File: config.mk
export PLATFORM = sky130hd
export DESIGN_NAME = midi_track_note_extractor_flat
export DESIGN_NICKNAME = d
export VERILOG_FILES = /design/src/hw/rtl/mtne_pkg.sv /design/src/hw/rtl/mtne_if.sv /design/src/hw/rtl/midi_track_note_extractor.sv /design/src/hw/rtl/mtne_ram.sv /design/src/hw/rtl/mtne_parser.sv /design/src/hw/rtl/mtne_key_table.sv /design/src/hw/rtl/mtne_out_buf.sv /design/src/flat_wrapper.sv
export SDC_FILE = /design/constraint.sdc
export NUM_CORES = 2
export LEC_CHECK = 0
export BUFFER_PORTS_ARGS = -buffer_cell sky130_fd_sc_hd__buf_2
export CELL_PAD_IN_SITES_DETAIL_PLACEMENT = 1
export CELL_PAD_IN_SITES_GLOBAL_PLACEMENT = 1
export CORE_UTILIZATION = 45
export DETAILED_ROUTE_END_ITERATION = 10
export PLACE_DENSITY_LB_ADDON = 0.1
export SYNTH_ARGS = -nofsm -noshare
export SYNTH_HDL_FRONTEND = slang
export SYNTH_SLANG_ARGS = --single-unit
export TNS_END_PERCENT = 1
File: constraint.sdc
create_clock -name i_clk -period 13.7 [get_ports i_clk]
set_clock_uncertainty 0.1 [all_clocks]
set_input_delay 1.37 -clock i_clk [delete_from_list [all_inputs] [get_ports i_clk]]
set_output_delay 1.37 -clock i_clk [all_outputs]
set_load 0.05 [all_outputs]
File: src/hw/rtl/mtne_pkg.sv
// Shared types and constants of the MIDI track note extractor.
package mtne_pkg;

    localparam int KEY_W = 7;
    localparam int OUT_TIME_W = 32;

    localparam logic REQ_BYTE    = 1'b0;
    localparam logic REQ_RESTART = 1'b1;

    localparam logic KIND_NOTE = 1'b0;
    localparam logic KIND_EOT  = 1'b1;

    // Status and meta codes of the track format.
    localparam logic [7:0] STATUS_TYPE_MASK  = 8'hF0;
    localparam logic [7:0] ST_NOTE_OFF       = 8'h80;
    localparam logic [7:0] ST_NOTE_ON        = 8'h90;
    localparam logic [7:0] ST_PROGRAM        = 8'hC0;
    localparam logic [7:0] ST_CHAN_PRESSURE  = 8'hD0;
    localparam logic [7:0] ST_SYSEX          = 8'hF0;
    localparam logic [7:0] ST_SYSEX_ESC      = 8'hF7;
    localparam logic [7:0] ST_META           = 8'hFF;
    localparam logic [7:0] META_END_OF_TRACK = 8'h2F;

    // Key table operation decoded from one accepted byte.
    typedef struct packed {
        logic             press;
        logic             release_key;
        logic             eot;
        logic [KEY_W-1:0] key;
    } t_key_op;

    typedef struct packed {
        logic                  kind;
        logic [KEY_W-1:0]      key;
        logic [OUT_TIME_W-1:0] start_time;
        logic [OUT_TIME_W-1:0] duration;
    } t_result;

endpackage

File: src/hw/rtl/mtne_if.sv
// Request and result channel interfaces.
interface mtne_req_if;
    logic       valid;
    logic       ready;
    logic       req_type;
    logic [7:0] data_byte;

    modport source (output valid, output req_type, output data_byte, input ready);
    modport sink   (input valid, input req_type, input data_byte, output ready);
endinterface

interface mtne_res_if;
    logic        valid;
    logic        ready;
    logic        kind;
    logic [6:0]  key;
    logic [31:0] start_time;
    logic [31:0] duration;

    modport source (output valid, output kind, output key, output start_time,
                    output duration, input ready);
    modport sink   (input valid, input kind, input key, input start_time,
                    input duration, output ready);
endinterface

File: src/hw/rtl/midi_track_note_extractor.sv
// Top level of the MIDI track note extractor.
// Throughput: one track byte or restart request per cycle while the skid register is free.
// A result goes to the output register, or to the skid register while that one is stalled.
// The rate is set by the single press-time RAM read, issued on every accepted track byte.
// Reset (synchronous, active low) clears parser, key active bits and buffer;
// the press-time RAM is not cleared, entries are used only after a press.
module midi_track_note_extractor
    import mtne_pkg::*;
#(
    parameter int NUM_KEYS  = 128,
    parameter int TIME_BITS = 32
) (
    input  logic     i_clk,
    input  logic     i_rst_n,
    input  logic     i_cfg_we,
    input  logic     i_cfg_wdata,
    mtne_req_if.sink i_req,
    mtne_res_if.source o_res
);

    // configuration: note-on with zero velocity counts as a release
    logic    r_zero_vel_rel;

    logic                 accept;
    logic                 buf_ready;
    logic                 clear;
    t_key_op              op;
    logic [TIME_BITS-1:0] abs_time;
    logic                 res_valid;
    t_result              res;

    always_ff @(posedge i_clk) begin
        if (!i_rst_n) begin
            r_zero_vel_rel <= 1'b0;
        end else if (i_cfg_we) begin
            r_zero_vel_rel <= i_cfg_wdata;
        end
    end

    // A request is taken whenever the skid register is free, so a result
    // waiting in the output register does not hold up the byte stream.
    assign i_req.ready = buf_ready;
    assign accept      = i_req.valid && buf_ready;

    // Parser: tracks the event phase, the delta and absolute tick times,
    // running status and the skip count of meta, sysex and other data bytes, and hands note
    // press/release and end-of-track operations to the key table.
    mtne_parser #(
        .TIME_BITS (TIME_BITS)
    ) u_parser (
        .i_clk          (i_clk),
        .i_rst_n        (i_rst_n),
        .i_accept       (accept),
        .i_req_type     (i_req.req_type),
        .i_data_byte    (i_req.data_byte),
        .i_zero_vel_rel (r_zero_vel_rel),
        .o_op           (op),
        .o_clear        (clear),
        .o_abs_time     (abs_time)
    );

    // Key table: every accepted track byte reads the press time at its low
    // seven bits; only the read on a note's key byte is ever used, by the
    // velocity byte that always follows it.
    mtne_key_table #(
        .NUM_KEYS  (NUM_KEYS),
        .TIME_BITS (TIME_BITS)
    ) u_keys (
        .i_clk       (i_clk),
        .i_rst_n     (i_rst_n),
        .i_clear     (clear),
        .i_op        (op),
        .i_rd_en     (accept && (i_req.req_type == REQ_BYTE)),
        .i_rd_key    (i_req.data_byte[KEY_W-1:0]),
        .i_abs_time  (abs_time),
        .o_res_valid (res_valid),
        .o_res       (res)
    );

    // Output register with skid entry.
    mtne_out_buf u_out (
        .i_clk      (i_clk),
        .i_rst_n    (i_rst_n),
        .i_push     (res_valid),
        .i_data     (res),
        .o_in_ready (buf_ready),
        .o_res      (o_res)
    );

endmodule

File: src/hw/rtl/mtne_ram.sv
// Generic single-write, single-read RAM with registered read data.
module mtne_ram #(
    parameter int WIDTH = 32,
    parameter int DEPTH = 128
) (
    input  logic                                    i_clk,
    input  logic                                    i_we,
    input  logic [((DEPTH > 1) ? $clog2(DEPTH) : 1)-1:0] i_waddr,
    input  logic [WIDTH-1:0]                        i_wdata,
    input  logic                                    i_re,
    input  logic [((DEPTH > 1) ? $clog2(DEPTH) : 1)-1:0] i_raddr,
    output logic [WIDTH-1:0]                        o_rdata
);

    logic [WIDTH-1:0] r_mem [DEPTH];
    logic [WIDTH-1:0] r_rdata;

    always_ff @(posedge i_clk) begin
        if (i_we) begin
            r_mem[i_waddr] <= i_wdata;
        end
        if (i_re) begin
            r_rdata <= r_mem[i_raddr];
        end
    end

    assign o_rdata = r_rdata;

endmodule

File: src/hw/rtl/mtne_parser.sv
// Track byte parser: delta times, status decode, length skipping.
module mtne_parser
    import mtne_pkg::*;
#(
    parameter int TIME_BITS = 32
) (
    input  logic                 i_clk,
    input  logic                 i_rst_n,
    input  logic                 i_accept,
    input  logic                 i_req_type,
    input  logic [7:0]           i_data_byte,
    input  logic                 i_zero_vel_rel,
    output t_key_op              o_op,
    output logic                 o_clear,
    output logic [TIME_BITS-1:0] o_abs_time
);

    localparam logic [3:0] PH_DELTA     = 4'd0;
    localparam logic [3:0] PH_STATUS    = 4'd1;
    localparam logic [3:0] PH_VEL       = 4'd2;
    localparam logic [3:0] PH_SKIP      = 4'd3;
    localparam logic [3:0] PH_META_TYPE = 4'd4;
    localparam logic [3:0] PH_LEN       = 4'd5;
    localparam logic [3:0] PH_EOT_LEN   = 4'd6;
    localparam logic [3:0] PH_DONE      = 4'd7;
    localparam logic [3:0] PH_FIRST     = 4'd8;

    logic [3:0]           r_phase, n_phase;
    logic [TIME_BITS-1:0] r_delta, n_delta;
    logic [TIME_BITS-1:0] r_abs, n_abs;
    logic [7:0]           r_status, n_status;
    logic [KEY_W-1:0]     r_held, n_held;
    logic [31:0]          r_skip, n_skip;

    logic [TIME_BITS-1:0] delta_shift;
    logic [31:0]          skip_shift;
    logic [31:0]          skip_dec;
    logic                 do_first;
    logic [7:0]           status_hi;
    t_key_op              op;

    assign delta_shift = {r_delta[TIME_BITS-8:0], i_data_byte[6:0]};
    assign skip_shift  = {r_skip[24:0], i_data_byte[6:0]};
    assign skip_dec    = r_skip - 32'd1;
    assign status_hi   = r_status & STATUS_TYPE_MASK;

    always_comb begin
        n_phase  = r_phase;
        n_delta  = r_delta;
        n_abs    = r_abs;
        n_status = r_status;
        n_held   = r_held;
        n_skip   = r_skip;
        do_first = 1'b0;
        op       = '0;
        if (i_accept && (i_req_type == REQ_RESTART)) begin
            n_phase  = PH_DELTA;
            n_delta  = '0;
            n_abs    = '0;
            n_status = '0;
            n_held   = '0;
            n_skip   = '0;
        end else if (i_accept) begin
            case (r_phase)
                PH_DELTA: begin
                    n_delta = delta_shift;
                    if (!i_data_byte[7]) begin
                        n_abs   = r_abs + delta_shift;
                        n_delta = '0;
                        n_phase = PH_STATUS;
                    end
                end
                PH_STATUS: begin
                    if (!i_data_byte[7]) begin
                        if (r_status == 8'd0) begin
                            n_phase = PH_DELTA;
                        end else begin
                            do_first = 1'b1;
                        end
                    end else if (i_data_byte == ST_META) begin
                        n_status = '0;
                        n_phase  = PH_META_TYPE;
                    end else if (i_data_byte inside {ST_SYSEX, ST_SYSEX_ESC}) begin
                        n_status = '0;
                        n_skip   = '0;
                        n_phase  = PH_LEN;
                    end else if (i_data_byte >= ST_SYSEX) begin
                        n_status = '0;
                        n_phase  = PH_DELTA;
                    end else begin
                        n_status = i_data_byte;
                        n_skip   = '0;
                        n_phase  = PH_FIRST;
                    end
                end
                PH_FIRST: begin
                    do_first = 1'b1;
                end
                PH_VEL: begin
                    n_phase = PH_DELTA;
                    op.key  = r_held;
                    if ((status_hi == ST_NOTE_ON) &&
                        ((i_data_byte[6:0] != 7'd0) || !i_zero_vel_rel)) begin
                        op.press = 1'b1;
                    end else begin
                        op.release_key = 1'b1;
                    end
                end
                PH_SKIP: begin
                    n_skip = skip_dec;
                    if (skip_dec == 32'd0) begin
                        n_phase = PH_DELTA;
                    end
                end
                PH_META_TYPE: begin
                    n_skip  = '0;
                    n_phase = (i_data_byte == META_END_OF_TRACK) ? PH_EOT_LEN : PH_LEN;
                end
                PH_LEN, PH_EOT_LEN: begin
                    n_skip = skip_shift;
                    if (!i_data_byte[7]) begin
                        if (skip_shift != 32'd0) begin
                            n_phase = PH_SKIP;
                        end else if (r_phase == PH_EOT_LEN) begin
                            n_phase = PH_DONE;
                            op.eot  = 1'b1;
                        end else begin
                            n_phase = PH_DELTA;
                        end
                    end
                end
                PH_DONE: begin
                    n_phase = PH_DONE;
                end
                default: begin
                    n_phase = PH_DELTA;
                end
            endcase

            // first data byte of a channel message
            if (do_first) begin
                if ((status_hi == ST_NOTE_OFF) || (status_hi == ST_NOTE_ON)) begin
                    n_held  = i_data_byte[6:0];
                    n_phase = PH_VEL;
                end else if ((status_hi == ST_PROGRAM) ||
                             (status_hi == ST_CHAN_PRESSURE)) begin
                    n_phase = PH_DELTA;
                end else begin
                    n_skip  = 32'd1;
                    n_phase = PH_SKIP;
                end
            end
        end
    end

    always_ff @(posedge i_clk) begin
        if (!i_rst_n) begin
            r_phase  <= PH_DELTA;
            r_delta  <= '0;
            r_abs    <= '0;
            r_status <= '0;
            r_held   <= '0;
            r_skip   <= '0;
        end else begin
            r_phase  <= n_phase;
            r_delta  <= n_delta;
            r_abs    <= n_abs;
            r_status <= n_status;
            r_held   <= n_held;
            r_skip   <= n_skip;
        end
    end

    assign o_op       = op;
    assign o_clear    = i_accept && (i_req_type == REQ_RESTART);
    assign o_abs_time = r_abs;

endmodule

File: src/hw/rtl/mtne_key_table.sv
// Held-key table: active bits in flops, press times in RAM, note results.
module mtne_key_table
    import mtne_pkg::*;
#(
    parameter int NUM_KEYS  = 128,
    parameter int TIME_BITS = 32
) (
    input  logic                 i_clk,
    input  logic                 i_rst_n,
    input  logic                 i_clear,
    input  t_key_op              i_op,
    input  logic                 i_rd_en,
    input  logic [KEY_W-1:0]     i_rd_key,
    input  logic [TIME_BITS-1:0] i_abs_time,
    output logic                 o_res_valid,
    output t_result              o_res
);

    localparam int KAW = (NUM_KEYS > 1) ? $clog2(NUM_KEYS) : 1;

    logic [NUM_KEYS-1:0]  r_active, n_active;
    logic [TIME_BITS-1:0] start_q;
    logic [TIME_BITS-1:0] dur;
    logic [KAW-1:0]       idx;
    logic                 op_in_range;
    logic                 rd_in_range;
    logic                 hit;

    assign idx         = i_op.key[KAW-1:0];
    assign op_in_range = ({1'b0, i_op.key} < 8'(NUM_KEYS));
    assign rd_in_range = ({1'b0, i_rd_key} < 8'(NUM_KEYS));
    assign hit         = i_op.release_key && op_in_range && r_active[idx];

    // The key byte always precedes its velocity byte, so the press time
    // read on the key byte is waiting in the read register here.
    mtne_ram #(
        .WIDTH (TIME_BITS),
        .DEPTH (NUM_KEYS)
    ) u_start_ram (
        .i_clk   (i_clk),
        .i_we    (i_op.press && op_in_range),
        .i_waddr (idx),
        .i_wdata (i_abs_time),
        .i_re    (i_rd_en && rd_in_range),
        .i_raddr (i_rd_key[KAW-1:0]),
        .o_rdata (start_q)
    );

    assign dur = i_abs_time - start_q;

    always_comb begin
        n_active = r_active;
        if (i_clear) begin
            n_active = '0;
        end else if (i_op.press && op_in_range) begin
            n_active[idx] = 1'b1;
        end else if (hit) begin
            n_active[idx] = 1'b0;
        end
    end

    always_ff @(posedge i_clk) begin
        if (!i_rst_n) begin
            r_active <= '0;
        end else begin
            r_active <= n_active;
        end
    end

    always_comb begin
        o_res = '0;
        o_res_valid = 1'b0;
        if (i_op.eot) begin
            o_res_valid = 1'b1;
            o_res.kind  = KIND_EOT;
        end else if (hit) begin
            o_res_valid      = 1'b1;
            o_res.kind       = KIND_NOTE;
            o_res.key        = i_op.key;
            o_res.start_time = OUT_TIME_W'(start_q);
            o_res.duration   = OUT_TIME_W'(dur);
        end
    end

endmodule

File: src/hw/rtl/mtne_out_buf.sv
// Two-entry result buffer: output register plus skid register.
module mtne_out_buf
    import mtne_pkg::*;
(
    input  logic       i_clk,
    input  logic       i_rst_n,
    input  logic       i_push,
    input  t_result    i_data,
    output logic       o_in_ready,
    mtne_res_if.source o_res
);

    logic    r_main_valid, r_skid_valid;
    t_result r_main, r_skid;
    logic    pop;

    assign pop        = r_main_valid && o_res.ready;
    assign o_in_ready = !r_skid_valid;

    always_ff @(posedge i_clk) begin
        if (!i_rst_n) begin
            r_main_valid <= 1'b0;
            r_skid_valid <= 1'b0;
        end else if (r_skid_valid) begin
            if (pop) begin
                r_skid_valid <= 1'b0;
            end
        end else if (i_push) begin
            if (!r_main_valid || pop) begin
                r_main_valid <= 1'b1;
            end else begin
                r_skid_valid <= 1'b1;
            end
        end else if (pop) begin
            r_main_valid <= 1'b0;
        end
    end

    always_ff @(posedge i_clk) begin
        if (r_skid_valid) begin
            if (pop) begin
                r_main <= r_skid;
            end
        end else if (i_push) begin
            if (!r_main_valid || pop) begin
                r_main <= i_data;
            end else begin
                r_skid <= i_data;
            end
        end
    end

    assign o_res.valid      = r_main_valid;
    assign o_res.kind       = r_main.kind;
    assign o_res.key        = r_main.key;
    assign o_res.start_time = r_main.start_time;
    assign o_res.duration   = r_main.duration;

endmodule

File: src/flat_wrapper.sv
// flat-port wrapper written by rule: the top's interface ports become plain ports
module midi_track_note_extractor_flat import mtne_pkg::*;
#(
    parameter int NUM_KEYS  = 128,
    parameter int TIME_BITS = 32
)
  (i_clk, i_rst_n, i_cfg_we, i_cfg_wdata, i_req_valid, i_req_req_type, i_req_data_byte, i_req_ready, o_res_valid, o_res_kind, o_res_key, o_res_start_time, o_res_duration, o_res_ready);
  mtne_req_if i_req_i ();
  mtne_res_if o_res_i ();
  input  logic i_clk;
  input  logic i_rst_n;
  input  logic i_cfg_we;
  input  logic i_cfg_wdata;
  input wire logic [$bits(i_req_i.valid)-1:0] i_req_valid;
  input wire logic [$bits(i_req_i.req_type)-1:0] i_req_req_type;
  input wire logic [$bits(i_req_i.data_byte)-1:0] i_req_data_byte;
  output wire logic [$bits(i_req_i.ready)-1:0] i_req_ready;
  output wire logic [$bits(o_res_i.valid)-1:0] o_res_valid;
  output wire logic [$bits(o_res_i.kind)-1:0] o_res_kind;
  output wire logic [$bits(o_res_i.key)-1:0] o_res_key;
  output wire logic [$bits(o_res_i.start_time)-1:0] o_res_start_time;
  output wire logic [$bits(o_res_i.duration)-1:0] o_res_duration;
  input wire logic [$bits(o_res_i.ready)-1:0] o_res_ready;
  assign i_req_i.valid = i_req_valid;
  assign i_req_i.req_type = i_req_req_type;
  assign i_req_i.data_byte = i_req_data_byte;
  assign i_req_ready = i_req_i.ready;
  assign o_res_valid = o_res_i.valid;
  assign o_res_kind = o_res_i.kind;
  assign o_res_key = o_res_i.key;
  assign o_res_start_time = o_res_i.start_time;
  assign o_res_duration = o_res_i.duration;
  assign o_res_i.ready = o_res_ready;
  midi_track_note_extractor #(.NUM_KEYS(NUM_KEYS), .TIME_BITS(TIME_BITS)) u_core (.i_clk(i_clk), .i_rst_n(i_rst_n), .i_cfg_we(i_cfg_we), .i_cfg_wdata(i_cfg_wdata), .i_req(i_req_i), .o_res(o_res_i));
endmodule
Word-level counts from Yosys, hierarchy flattened. Memory sizes are Yosys's and may differ from the RTL's. A register that Yosys moved wholly into a read port is not among the register bits. Cells that the tools add are included.

$add $sub $neg: 3. $lt $le $gt $ge: 3. Eq/ne operators: 23. Mux-type cells: 66. Bitwise gates (word level): 8. Reduce and logical (&&, ||, !) cells: 34.

Operators by type and width (number): $mux 72 (4); $mux 128 (2); $mux 32 (7); $mux 71 (2); $and 128x128->128 (1); $not 128->128 (1); $or 128x128->128 (1); $pmux 32 s4 (1); $mux 4 (9); $add 32x32->32 (1); $logic_not 32->1 (1); $reduce_bool 32->1 (1); $sub 32x1->32 const B (1); $sub 32x32->32 (1); $pmux 4 s7 (1); $mux 25 (1); $eq 8x8->1 const B (3); $mux 1 (24); $mux 8 (3); $eq 4x4->1 const B (5); $mux 10 (2); $reduce_and 3->1 (6); $eq 4x3->1 const B (4); $reduce_bool 2->1 (5); 26 further kinds (50).

Register bits: 383. Bits in writable memories: 4096. Input bits: 15. Output and inout port bits: 74. Memories kept: 1.

Memories: u_core.u_keys.u_start_ram.r_mem (depth 128, width 32, rd ports 1, clocked after memory_dff 1, wr ports 1, line mtne_ram.sv:15) `logic [WIDTH-1:0] r_mem [DEPTH];`.

Longest topological paths before layout.
Word-level depth: 15. Gate-level depth with buffers: 15. Mapped depth without buffers: 13.

Modules after synthesis. Synthesis repeated with hierarchy kept, for this count alone.

Cell total of the unflattened synthesis: 8258. Area, all modules: 177403.9 um^2.

By module, submodules not included: mtne_ram (times used 1, cells an instance 5990, area an instance 156596.4 um^2, seq. area each 123958.9 um^2); mtne_key_table (times used 1, cells an instance 1114, area an instance 8483.1 um^2, seq. area each 2562.5 um^2); mtne_parser (times used 1, cells an instance 910, area an instance 6816.5 um^2, seq. area each 2162.1 um^2); mtne_out_buf (times used 1, cells an instance 239, area an instance 5449.0 um^2, seq. area each 4364.2 um^2); midi_track_note_extractor (times used 1, cells an instance 5, area an instance 58.8 um^2, seq. area each 20.0 um^2).

Least setup slack after synthesis. No wires, ideal clock.

Path type: input port to flip-flop. From: input i_req_valid. To: register u_core.u_out.r_main (netlist bit u_core.u_out.o_res.duration[0]) (enable). Library setup time: 0.526 ns. Data arrival time: 7.076 ns. Data required time: 13.074 ns. Setup slack: 5.998 ns. Stages on the path: 13. Buffers on the path: 4. Path through: or4b_1 -> buf_2 -> nor4_4 -> buf_6 -> nor2_1 -> nor3b_1 -> o21ai_0 -> nor4b_2 -> o22ai_2 -> nand2b_1 -> buf_2 -> buf_2 -> a21oi_1.

Word-level cells in the longest chain between the ends: 10. Elaborated cells between the ends (all ways): 11.

RTL lines: from (decl) (line flat_wrapper.sv:14) `input wire logic [$bits(i_req_i.valid)-1:0] i_req_valid;`; $logic_and 1x1->1 (*) (line midi_track_note_extractor.sv:43) `assign accept = i_req.valid && buf_ready;`; $mux 10 / $logic_and 1x1->1 (equally long branches) (line mtne_parser.sv:63, mtne_parser.sv:56); $mux 10 (*) (line mtne_parser.sv:56) `if (i_accept && (i_req_type == REQ_RESTART)) begin`; $bmux 1 s7 (line mtne_key_table.sv:32) `assign hit = i_op.release_key && op_in_range && r_active[idx];`; $mux 1 (implied by the code) (line mtne_key_table.sv:32); $logic_and 1x1->1 (line mtne_key_table.sv:32); $mux 1 (line mtne_key_table.sv:76) `end else if (hit) begin`; $mux 1 (*) (line mtne_key_table.sv:73) `if (i_op.eot) begin`; $reduce_bool 2->1 (no source line) (*); $reduce_and 3->1 (no source line) (*); to (signal assigned) (line mtne_out_buf.sv:42) `r_main <= r_skid;`; to (signal assigned) (line mtne_out_buf.sv:46) `r_main <= i_data;`; to (decl) (line mtne_out_buf.sv:14) `t_result r_main, r_skid;`.

Every way passes the cells marked *; elsewhere a longest branch is shown, timed or not. The select of a mux whose other input is x is not followed. A chain may end at the register's enable or synchronous reset.

Final worst setup path.
From: register u_core.u_out.r_skid_valid. To: register u_core.u_out.r_main (netlist bit u_core.u_out.o_res.start_time[16]) (enable).

Word-level cells in the longest chain between the ends: 11. Elaborated cells between the ends (all ways): 14.

RTL lines: from (decl) (line mtne_out_buf.sv:13) `logic r_main_valid, r_skid_valid;`; from (signal assigned) (line mtne_out_buf.sv:23) `r_skid_valid <= 1'b0;`; from (signal assigned) (line mtne_out_buf.sv:26) `r_skid_valid <= 1'b0;`; from (signal assigned) (line mtne_out_buf.sv:32) `r_skid_valid <= 1'b1;`; $logic_not 1->1 (line mtne_out_buf.sv:18) `assign o_in_ready = !r_skid_valid;`; $logic_and 1x1->1 (line midi_track_note_extractor.sv:43); $mux 10 / $logic_and 1x1->1 (equally long branches) (line mtne_parser.sv:63, mtne_parser.sv:56); $mux 10 (line mtne_parser.sv:56); $bmux 1 s7 (line mtne_key_table.sv:32); $mux 1 (implied by the code) (line mtne_key_table.sv:32); $logic_and 1x1->1 (line mtne_key_table.sv:32); $mux 1 (line mtne_key_table.sv:76); $mux 1 (line mtne_key_table.sv:73); $reduce_bool 2->1 (no source line); $reduce_and 3->1 (no source line) (*).

Marks and branches as above.

==> impl_metrics.toml <==
[critical_path]
cp_top_family = "simple AND/OR/NAND/NOR gates"
worstPathArrival_ns = 7.06
cp-end-kind = "flip-flop"
timing.rr.start = "u_core.u_out.r_skid_valid$_SDFF_PN0_"
critPathMaxFanout = 81
crit_type = "flip-flop to flip-flop"
reg2regPathDepth = 12
slowest_stage = "nand3_1"
r2r_slack_ns = 7.14
required_ns = 14.20
worstSetupStartpointType = "flip-flop"
cpMostUsedCell = "buf_4"
crit_chain = "buf_4 > nor4b_2 > buf_4 > nand3_1 > nor2_1 > a21oi_1 > o41ai_1 > o22ai_4 > buf_4 > nand2b_4 > a21oi_4 > buf_4"
max_stage_delay_ns = 0.85
r2r-end = "u_core.u_out.o_res.start_time[16]$_DFFE_PP_"
critPathBufInv = 4

[final_layout]
final_util_pct = 50.9
layout-drive-gt1-share_pct = 28.6
final_nets = 8711
syn2layout_area_growth_pct = 12.6

[sta]
max_freq_ghz = 0.153
rsz0062_at_grt = "no"
fin_crit_ns = 6.56
finalMaxSlewViolations = 0
worst_slack_ns = 7.14
setup_violations = 0
tns_ns = 0
final_hold_viol_count = 0
relSlewSlack_pct = 18.9
timing.final.crit_share_pct = 47.9
worstMarginPinSlew_ns = 1.22

[route]
first_iter_violations = 12400
drc = 0
vias = 90700
postRouteAntennaNets = 0
viasPerCell = 6.35
wire_per_inst_um = 37.9
firstDrtPassIters = 5
wirelength_mm = 540

[clock_network]
cts-htree-levels = 5
post_cts_buffers = 0
cts-root-buf = "clkbuf_16"
cts_tree = "built"
numClockSinks = 4511
clk_latency_ns = 1.00
clkSlewWorstSetupHoldPaths_ns = 0.06
post_cts_resized = 0
cts_made_buffers = 471
cts_max_path_buffers = 4
ctsHoldBuffers = 0

[power]
seqPwrFrac_pct = 53.3
p_int_mw = 22.2
clkPwrFrac_pct = 43.7
p_comb_share_pct = 3.0
power.leakage_nw = 60.6
swShare_pct = 21.2
switchingPower_mw = 5.96
vdd_drop_max_mv = 0.122
power.density_nw_per_um2 = 141

[yosys]
syn_inst = 8291
syn-cell-area_um2 = 177000
synth_edf_count = 4272
seq_area_frac_synth_pct = 75.1
synth_cell_type_count = 84
synth_fp_nets = 8372
async_flop_share_pct = 0
yosysWarnings = 0
dominantRegCellSynth = "edfxtp_1"
ys_seq_elements = 4511
syn_area_per_cell_um2 = 21.4

[min_path]
min_from = "u_core.u_parser.r_status[2]$_SDFFE_PP0P_"
whs_path_depth = 2
hold_class = "flip-flop to flip-flop"
whs_endpoint = "u_core.u_parser.r_status[2]$_SDFFE_PP0P_"

[place]
port-buffer-count = 88
place_hpwl_mm = 293
pre_cts_slack_ns = 6.29
gp_congestion = 0.817

[die]
ios = 89
rows = 230
die_h_um = 629
die_area_um2 = 396000
initial_core_util_pct = 45.2
coreArea_um2 = 392000
fp.dieW_um = 629

[global_route]
grt_pass1_vias = 92600
globalRoute.totalOverflow = 0
grt_pass1_wl_mm = 747
globalRouteTotalUtil_pct = 27.1
antenna_found_initial = 46
grt_max_degree = 132

[run]
drv_cap = 0

[status]
status = "finished clean"
[registers in the layout, indices dropped and copies added, names as in the netlist, 8 cells and up, named ones only]
| signal | cells |
|---|---|
| u_core.u_out.r_skid | 72 |
| u_core.u_parser.r_skip | 32 |
| u_core.u_keys.u_start_ram.o_rdata | 32 |
| u_core.u_parser.o_abs_time | 32 |
| u_core.u_out.o_res.start_time | 32 |
| u_core.u_parser.r_status | 8 |
| u_core.u_parser.r_delta | 25 |
| u_core.u_keys.u_start_ram.r_mem | 4096 |
| u_core.u_out.o_res.duration | 32 |
[area by class of cell]
| class | instances | area [um2] |
|---|---|---|
| timing repair buffer | 353 | 2550 |
| clock inverter | 254 | 2140 |
| fill | 34300 | 193000 |
| inverter | 154 | 611 |
| sequential | 4511 | 133000 |
| multi-input combinational | 3139 | 41900 |
| clock buffer | 600 | 12400 |
| antenna | 37 | 92.6 |
| tap | 5220 | 6530 |
[cells in the final DEF (no fill, tap or decap), types with 49 or more instances in the layout]
master / instances
a21oi_1: 211
buf_2: 82
buf_4: 261
clkbuf_1: 121
clkbuf_16: 478
clkinv_1: 117
clkinv_2: 97
dfxtp_1: 205
edfxtp_1: 4272
ha_1: 64
inv_1: 61
inv_2: 66
mux2_2: 49
mux4_2: 1344
nand2_1: 312
nand3_1: 73
nor2_1: 178
o21ai_0: 113
o41ai_1: 92
[cell families after synthesis]
kind of cell | Yosys count | share of synthesized area, %
buf+inv | 641 | 1.40
mux | 1424 | 17.6
compound gates | 749 | 2.91
simple gates | 838 | 2.21
fa+ha+maj | 66 | 0.475
xor+xnor | 62 | 0.307
flops | 4511 | 75.1
[synth_stat cells, types with 49 or more instances]
library cell	count	area share (%)
edfxtp_1	4272	72
mux4_2	1344	17
clkbuf_1	354	0.75
nand2_1	313	0.66
dfxtp_1	239	2.7
nor2_1	220	0.47
a21oi_1	212	0.60
inv_1	153	0.32
o21ai_0	114	0.32
buf_1	99	0.21
o41ai_1	92	0.45
nand3_1	73	0.21
ha_1	64	0.45
mux2_2	49	0.31
[worst min-delay path, stage by stage, from the launching register on]
cell,delay [ns]
dfxtp_1,0.31
nand2_1,0.05
a21oi_1,0.05
[metal layers]
layer	part of all wire (%)	GRT usage, %	routed length, um
met5	0.011	0	59
met4	2.4	6.42	12800
met3	8.2	4.43	44400
met2	47	42.2	252000
met1	43	40.3	231000
[through the flow]
| step | power, mW | instance area (um2) | instances | hold slack [ns] |
|---|---|---|---|---|
| after CTS | 28.4 | 199000 | 14200 | 0.363 |
| after global placement | 16.1 | 185000 | 13400 | 0.343 |
| after floorplan | 15.8 | 177000 | 8291 | 0.332 |
| after detailed placement | 16.2 | 185000 | 13400 | 0.354 |
| after global routing | 28.9 | 199000 | 14200 | 0.375 |
| final | 28.1 | 199000 | 14300 | 0.360 |
[how the worst max path moves through the flow]
stage	startpoint	end	slack, ns	cells past startpoint
finish	u_core.u_out.r_skid_valid$_SDFF_PN0_	u_core.u_out.o_res.start_time[16]$_DFFE_PP_	7.14	12
global route	u_core.u_out.r_skid_valid$_SDFF_PN0_	u_core.u_out.o_res.start_time[11]$_DFFE_PP_	6.88	12
CTS	u_core.u_out.r_skid_valid$_SDFF_PN0_	u_core.u_out.o_res.start_time[16]$_DFFE_PP_	7.19	12
detailed placement	i_req_data_byte[0]	u_core.u_keys.u_start_ram.o_rdata[11]$_DFFE_PP_	6.29	8
global placement	i_req_data_byte[0]	u_core.u_keys.u_start_ram.o_rdata[11]$_DFFE_PP_	6.32	8
floorplan	i_req_valid	u_core.u_out.o_res.duration[0]$_DFFE_PP_	6.00	13
[power groups by stage]
stage	clock network [mW]	registers (mW)	logic, mW
floorplan	0	15.3	0.536
detailed placement	0	15.3	0.868
global placement	0	15.3	0.859
CTS	12.5	15.0	0.869
finish	12.3	15.0	0.858
global route	13.0	15.0	0.901
Power figures use the tool's default switching activity.
